`src/rtl/label_blob_stats_accumulator_assert.svh`:
```
// Assertion macros of the blob statistics accumulator.
`ifndef LABEL_BLOB_STATS_ACCUMULATOR_ASSERT_SVH
`define LABEL_BLOB_STATS_ACCUMULATOR_ASSERT_SVH

// Same-cycle implication, checked outside reset.
`define LBSA_ASSERT_NOW(name, clk, rst, cond, conseq, msg) \
   name: assert property (@(posedge clk) disable iff (rst) (cond) |-> (conseq)) \
      else $error(msg);

// Next-cycle implication, checked outside reset.
`define LBSA_ASSERT_NEXT(name, clk, rst, cond, conseq, msg) \
   name: assert property (@(posedge clk) disable iff (rst) (cond) |=> (conseq)) \
      else $error(msg);

`endif

```
`src/rtl/lbsa_pkg.sv`:
```
// Types, constants and helper functions of the blob statistics accumulator.
package lbsa_pkg;

   localparam int LABELS     = 256;
   localparam int LABEL_BITS = (LABELS > 1) ? $clog2(LABELS) : 1;
   localparam int COORD_W    = 12;
   localparam int BOX_W      = COORD_W + 1;
   localparam int COUNT_W    = 24;
   localparam int SUM_W      = 32;
   localparam int VALUE_W    = 8;
   localparam int CSR_IDX_W  = 3;

   localparam logic [COUNT_W-1:0] COUNT_MAX = {COUNT_W{1'b1}};
   localparam logic [SUM_W-1:0]   SUM_MAX   = {SUM_W{1'b1}};
   localparam logic [COORD_W-1:0] RESET_WIDTH  = COORD_W'(640);
   localparam logic [COORD_W-1:0] RESET_HEIGHT = COORD_W'(480);

   // Register indexes of the configuration port.
   typedef enum logic [CSR_IDX_W-1:0] {
      CSR_IMAGE_WIDTH  = 3'd0,
      CSR_IMAGE_HEIGHT = 3'd1,
      CSR_ROI_TOP      = 3'd2,
      CSR_ROI_LEFT     = 3'd3,
      CSR_ROI_BOTTOM   = 3'd4,
      CSR_ROI_RIGHT    = 3'd5
   } csr_idx_type;

   // Actions carried by an input transaction.
   typedef enum logic {
      ACT_ACCUMULATE = 1'b0,
      ACT_READ       = 1'b1
   } action_type;

   typedef struct packed {
      logic [COORD_W-1:0] image_width;
      logic [COORD_W-1:0] image_height;
      logic [COORD_W-1:0] roi_top;
      logic [COORD_W-1:0] roi_left;
      logic [COORD_W-1:0] roi_bottom;
      logic [COORD_W-1:0] roi_right;
   } cfg_type;

   typedef struct packed {
      action_type         action;
      logic [7:0]         label;
      logic [VALUE_W-1:0] brightness;
      logic [VALUE_W-1:0] red;
      logic [VALUE_W-1:0] green;
      logic [VALUE_W-1:0] blue;
      logic [COORD_W-1:0] row;
      logic [COORD_W-1:0] col;
   } item_type;

   // One label's record as it lives in the memory.
   typedef struct packed {
      logic [COUNT_W-1:0] count;
      logic [SUM_W-1:0]   bright_sum;
      logic [SUM_W-1:0]   red_sum;
      logic [SUM_W-1:0]   green_sum;
      logic [SUM_W-1:0]   blue_sum;
      logic [BOX_W-1:0]   left;
      logic [COORD_W-1:0] top;
      logic [COORD_W-1:0] right;
      logic [BOX_W-1:0]   bottom;
   } rec_type;

   // Write request to the record memory.
   typedef struct packed {
      logic                  en;
      logic [LABEL_BITS-1:0] addr;
      rec_type               rec;
   } wr_type;

   // Empty record for the given frame size.
   function automatic rec_type empty_rec(input logic [COORD_W-1:0] width,
                                         input logic [COORD_W-1:0] height);
      rec_type r;
      r            = '0;
      r.left       = {1'b0, width};
      r.top        = height;
      return r;
   endfunction

   // Saturating add of a pixel value to a running sum.
   function automatic logic [SUM_W-1:0] sat_add(input logic [SUM_W-1:0]   acc,
                                                input logic [VALUE_W-1:0] v);
      logic [SUM_W:0] s;
      s = {1'b0, acc} + {{(SUM_W + 1 - VALUE_W){1'b0}}, v};
      return s[SUM_W] ? SUM_MAX : s[SUM_W-1:0];
   endfunction

endpackage

```
`src/rtl/lbsa_update.sv`:
```
// Modify step: merges one pixel into its record or clears a record on read.
module lbsa_update (
   input  lbsa_pkg::item_type  item,
   input  lbsa_pkg::cfg_type   cfg,
   input  lbsa_pkg::rec_type   mem_rec,
   input  lbsa_pkg::wr_type    fwd,
   output lbsa_pkg::wr_type    wr,
   output lbsa_pkg::rec_type   rsp_rec
);

   logic [lbsa_pkg::LABEL_BITS-1:0] idx;
   logic                            in_range;
   logic                            in_roi;
   logic [lbsa_pkg::BOX_W-1:0]      col1;
   logic [lbsa_pkg::BOX_W-1:0]      row1;
   lbsa_pkg::rec_type               cur;
   lbsa_pkg::rec_type               acc;
   lbsa_pkg::rec_type               empty;

   assign idx      = item.label[lbsa_pkg::LABEL_BITS-1:0];
   assign in_range = {1'b0, item.label} < 9'(lbsa_pkg::LABELS);
   assign in_roi   = (item.row >= cfg.roi_top) && (item.row < cfg.roi_bottom) &&
                     (item.col >= cfg.roi_left) && (item.col < cfg.roi_right);
   assign col1     = {1'b0, item.col} + 13'd1;
   assign row1     = {1'b0, item.row} + 13'd1;
   assign empty    = lbsa_pkg::empty_rec(cfg.image_width, cfg.image_height);

   // The write of the previous transaction is not yet visible in the read data.
   assign cur = (fwd.en && (fwd.addr == idx)) ? fwd.rec : mem_rec;

   // Accumulated record.
   always_comb begin
      acc            = cur;
      acc.count      = (cur.count != lbsa_pkg::COUNT_MAX) ? cur.count + 24'd1 : cur.count;
      acc.bright_sum = lbsa_pkg::sat_add(cur.bright_sum, item.brightness);
      acc.red_sum    = lbsa_pkg::sat_add(cur.red_sum, item.red);
      acc.green_sum  = lbsa_pkg::sat_add(cur.green_sum, item.green);
      acc.blue_sum   = lbsa_pkg::sat_add(cur.blue_sum, item.blue);
      acc.left       = (cur.left > col1) ? col1 : cur.left;
      acc.top        = (cur.top > item.row) ? item.row : cur.top;
      acc.right      = (cur.right < item.col) ? item.col : cur.right;
      acc.bottom     = (cur.bottom < row1) ? row1 : cur.bottom;
   end

   // Write back: a read clears the record, a pixel with a nonzero label inside the ROI merges into it.
   always_comb begin
      wr.addr = idx;
      unique case (item.action)
         lbsa_pkg::ACT_READ: begin
            wr.en  = in_range;
            wr.rec = empty;
         end
         lbsa_pkg::ACT_ACCUMULATE: begin
            wr.en  = in_range && (item.label != 8'd0) && in_roi;
            wr.rec = acc;
         end
         default: begin
            wr.en  = 1'b0;
            wr.rec = acc;
         end
      endcase
   end

   // A label beyond the store reads as an empty record of the current frame size.
   assign rsp_rec = in_range ? cur : empty;

endmodule

```
`config.mk`:
```
export PLATFORM = sky130hd
export DESIGN_NAME = lbsa_update
export DESIGN_NICKNAME = d
export VERILOG_FILES = /design/src/rtl/label_blob_stats_accumulator_assert.svh /design/src/rtl/lbsa_pkg.sv /design/src/rtl/lbsa_update.sv
export SDC_FILE = /design/constraint.sdc
export NUM_CORES = 1
export LEC_CHECK = 0
export ABC_AREA = 1
export BUFFER_PORTS_ARGS = -buffer_cell sky130_fd_sc_hd__clkbuf_2
export CORE_AREA = 2 2 370 372
export DETAILED_ROUTE_END_ITERATION = 8
export DIE_AREA = 0 0 372 374
export GPL_TIMING_DRIVEN = 1
export PLACE_DENSITY = 0.3
export SYNTH_ARGS = -nofsm -noshare
export SYNTH_HDL_FRONTEND = slang
export SYNTH_SLANG_ARGS = --single-unit
```
`constraint.sdc`:
```
create_clock -name vclk -period 7.9
set_input_delay 1.975 -clock vclk [all_inputs]
set_output_delay 1.975 -clock vclk [all_outputs]
set_load 0.005 [all_outputs]
```
* Yosys cells after proc, flatten, opt, wreduce, memory -nomap -nowiden
Cells that the tools add are included.
** Operators by class
- Mux-type cells :: 12
- Reductions and logical operators :: 6
- Bitwise logic cells :: 1
- Eq/ne operators :: 2
- Add/sub/neg operators :: 7
- $lt $le $gt $ge :: 8
** Operator list (count)
- case mux 202 bit (2 select lines) :: 1
- 2-to-1 mux 202 bit :: 1
- adder 32 x 8 -> 33 bit :: 4
- 2-to-1 mux 32 bit :: 4
- < comparator 12 bit :: 3
- adder 12 x 1 -> 13 bit (second input constant) :: 2
- 2-to-1 mux 13 bit :: 2
- adder 24 x 1 -> 24 bit (second input constant) :: 1
- greater-or-equal comparator 12 bit :: 2
- 2-to-1 mux 12 bit :: 2
- 2-to-1 mux 24 bit :: 1
- inequality test 24 bit (second input constant) :: 1
- greater-than comparator 13 bit :: 1
- < comparator 13 bit :: 1
- greater-than comparator 12 bit :: 1
- == test 8 bit :: 1
- nonzero test 8 bit :: 1
- logical AND 1 bit :: 5
- case mux 1 bit (2 select lines) :: 1
- inverter 1 bit :: 1
** Word-level totals
- Output and inout port bits :: 413
- Register bits :: 0
- Logic and storage cells :: 36

* Longest topological paths before layout
- Word-level depth :: 6
- Gate-level depth with buffers :: 31

* Worst setup path before layout
Ideal clock, no wire load.
- Kind :: input to output
- From :: input item[62] in the netlist's numbering
- To :: output wr[105] in the netlist's numbering
- Arrival time :: 5811 ps
- Stages :: 30
- Required time :: 5925 ps
- Setup slack :: 114 ps
- Buffers on the path :: 5
- Path through :: inv_1 nand2_1 nand2_1 nand2_1 nor2_1 inv_1 nor2_4 buf_4 buf_2 buf_2 buf_2 buf_2 nor2_1 nor2_1 ha_1 inv_1 fa_1 inv_1 nand4_1 nand3_1 nand2_1 o21ai_0 inv_1 nor2_4 nand3_2 nor2_1 nand3_1 nand3_1 nand2_1 inv_1
** RTL lines
- from (decl) :: RTL line lbsa_update.sv:3 : input lbsa_pkg::item_type item,
- to (decl) :: RTL line lbsa_update.sv:7 : output lbsa_pkg::wr_type wr,

==> run_results.csv <==
group,metric,value,unit
worst_setup_path,timing.critical_path.fanout_max,37,
global_routing,total_gr_overflow,0,
global_routing,grt_antenna_before_repair,36,
worst_setup_path,kind_of_start_point_of_the_critical_path,"primary input",
global_routing,maximum_number_of_pins_on_one_net_before_global_route_repair,68,
flow_run,maxCapViolCount,0,
synthesis,avg_synthesized_cell_area,5.10,um2
timing,fmax,131,MHz
floorplan,dieWidth,372,um
floorplan,row_count,135,
placed_design,placed_cells_incl_taps,5504,
timing,setup-tns-final,0,ps
drt,routed_wire_length_per_instance,23.1,um
synthesis,yosys-top-cells-count,"nand2_1 (851), nor2_1 (440), inv_1 (327)",
floorplan,die_height,374,um
cells_and_area,fraction_of_final_layout_cells_with_drive_strength_greater_than_1,0.367,
drt,route.vias.total,21600,
placed_design,placement_stage_worst_setup_slack,-752,ps
status,run_status,"finished, final reports clean",
global_routing,globalRouteTotalUtil,0.171,
timing,slew_headroom,0.389,
timing,setup-violations-final,0,
global_routing,grt_util_met3,0.0272,
synthesis,mappedNetlistArea,13800,um2
worst_setup_path,cp_data_arrival_time,5650,ps
placed_design,place.gp.congestion,0.920,
cells_and_area,finish.net_count,4419,
placed_design,dp.final_hpwl,114000,um
global_routing,grt_busiest_layer,"met2",
worst_setup_path,criticalPathCategory,"in -> out",
placed_design,io_buffer_count,963,
global_routing,first_global_vias,21300,
drt,number_of_drc_markers_after_the_initial_detailed_route_iteration,1162,
floorplan,io_pins,963,
worst_setup_path,critPathCaptureType,"output port",
timing,maxSlewViolCount,0,
pwr,p_leak,12.3,nW
timing,holdWs,4170,ps
cells_and_area,area_delta_synth_final,59.0,%
drt,route.final.wire_length,128000,um
cells_and_area,fin_cells,5526,
synthesis,synthesis.yosys.warnings,0,
worst_hold_path,hold_class,"in -> out",
timing,postLayoutSetupSlackWorst,276,ps
pwr,p_per_area,55.1,nW/um2
pwr,ir_drop,0.0000295,V
global_routing,grt_pass1_wl,169000,um
drt,detail_route.drc_violations,0,
cells_and_area,nFlopsAndLatches,0,
global_routing,grt_use_met1,0.210,
synthesis,synth_top_area_frac,0.232,
drt,avgViaCountPerCell,3.91,
synthesis,yosysSeqAreaShare,0,
synthesis,synthesis.nets,3387,
cells_and_area,num-clock-buffers,0,
synthesis,synth.area.top_cells,"nand2_1 (23%), nor2_1 (12%), ha_1 (12%)",
synthesis,syn-instance-count,2704,
timing,final_clock_period_utilization_by_the_worst_path,0.965,
timing,timing_hold_violations_final,0,
synthesis,post-synth-top-area-cell,"nand2_1",
drt,firstDrtPassIters,5,
worst_setup_path,crit_required,5930,ps
drt,final_antenna_net_count,0,
timing,worst_slew_pin_slew,916,ps
pwr,p_total,1.21,mW
floorplan,initial_utilization,0.102,
floorplan,floorplan.die_area,139000,um2
global_routing,met2_track_usage_gr,0.316,
synthesis,synthMostInstantiatedCell,"nand2_1",
cells_and_area,area.sequential,0,um2
timing,fin_crit,7620,ps
synthesis,yosys.cell_types.count,51,
floorplan,floorplan.core_area,135000,um2
[per-layer routing]
metal,wire (um),part of all wire,up-vias
li1,-,-,10700
met1,53400,0.42,10100
met2,64200,0.50,775
met3,7710,0.060,88
met4,1980,0.016,34
met5,226,0.0018,-
[critical path, stage by stage]
cell      delay, ps
clkbuf_2        110
xor2_1          370
nor2_2          140
nand2_4         130
buf_12          240
buf_4           440
nand2_1         100
nand2_1         260
ha_1            300
nand2_1          90
nor2_1           50
a211oi_1        260
o221a_2         270
buf_4           210
nand3_1         100
a21oi_1         340
clkbuf_2        200
[what timing repair did]
| action | CTS | global route |
|---|---|---|
| endpoints found under the setup margin | 25 | 132 |
| pin swaps | 0 | 6 |
| gates resized for setup | 3 | 46 |
| setup buffers | 0 | 10 |
| hold buffers | 0 | 0 |
| cloned | 0 | 2 |
[power by group]
group,internal [mW],total [mW],switching (mW)
clock,0.000000175,0.000000175,0
sequential,0,0,0
combinational,0.456,1.21,0.752
total,0.456,1.21,0.752
[metrics by stage]
stage,utilization,instance area (um2)
floorplan,-,13800
global placement,0.160,21600
detailed placement,0.160,21600
CTS,0.160,21600
global route,0.162,21900
finish,0.162,21900
[cells by family after synthesis]
| logic type | Yosys count | share of synthesized area |
|---|---|---|
| simple gates | 1708 | 0.531 |
| compound gates | 329 | 0.150 |
| xor+xnor | 87 | 0.0553 |
| buf+inv | 447 | 0.140 |
| fa+ha+maj | 133 | 0.123 |
[cells in the final DEF (no fill, tap or decap), types with 4 or more instances in the layout]
master    count
buf_12       14
buf_4       163
nand2_1     846
a21o_1        8
o21a_1        4
nor2_1      423
nor3_1       10
o21bai_1     13
nand2_2      58
nor2_2       31
nand3_4       5
nand4_1      21
diode_2      11
o21ai_1      12
xnor2_1      24
o21ai_2       4
ha_1        122
clkbuf_2    961
o211ai_1     10
o21ai_0      67
a31oi_1      13
xor2_1       63
nand3b_1     11
inv_1       326
and2_1        4
a21oi_2      70
nand3_2      20
nand3_1     252
nor2_4       13
a21oi_1     115
ha_2          6
inv_2         4
[path summary, 6_finish.rpt]
check	start	endpoint	slack [ps]	cells after the start
min	item[62]	wr[208]	4170	2
max	item[58]	wr[0]	280	17
[final cells by class]
cell class	count	area [um2]
multi-input combinational	2257	12000
tap	1781	2230
timing repair buffer	1143	6410
inverter	334	1260
antenna	11	27.5
fill	16200	113000
(Power assumes the default switching activity.)
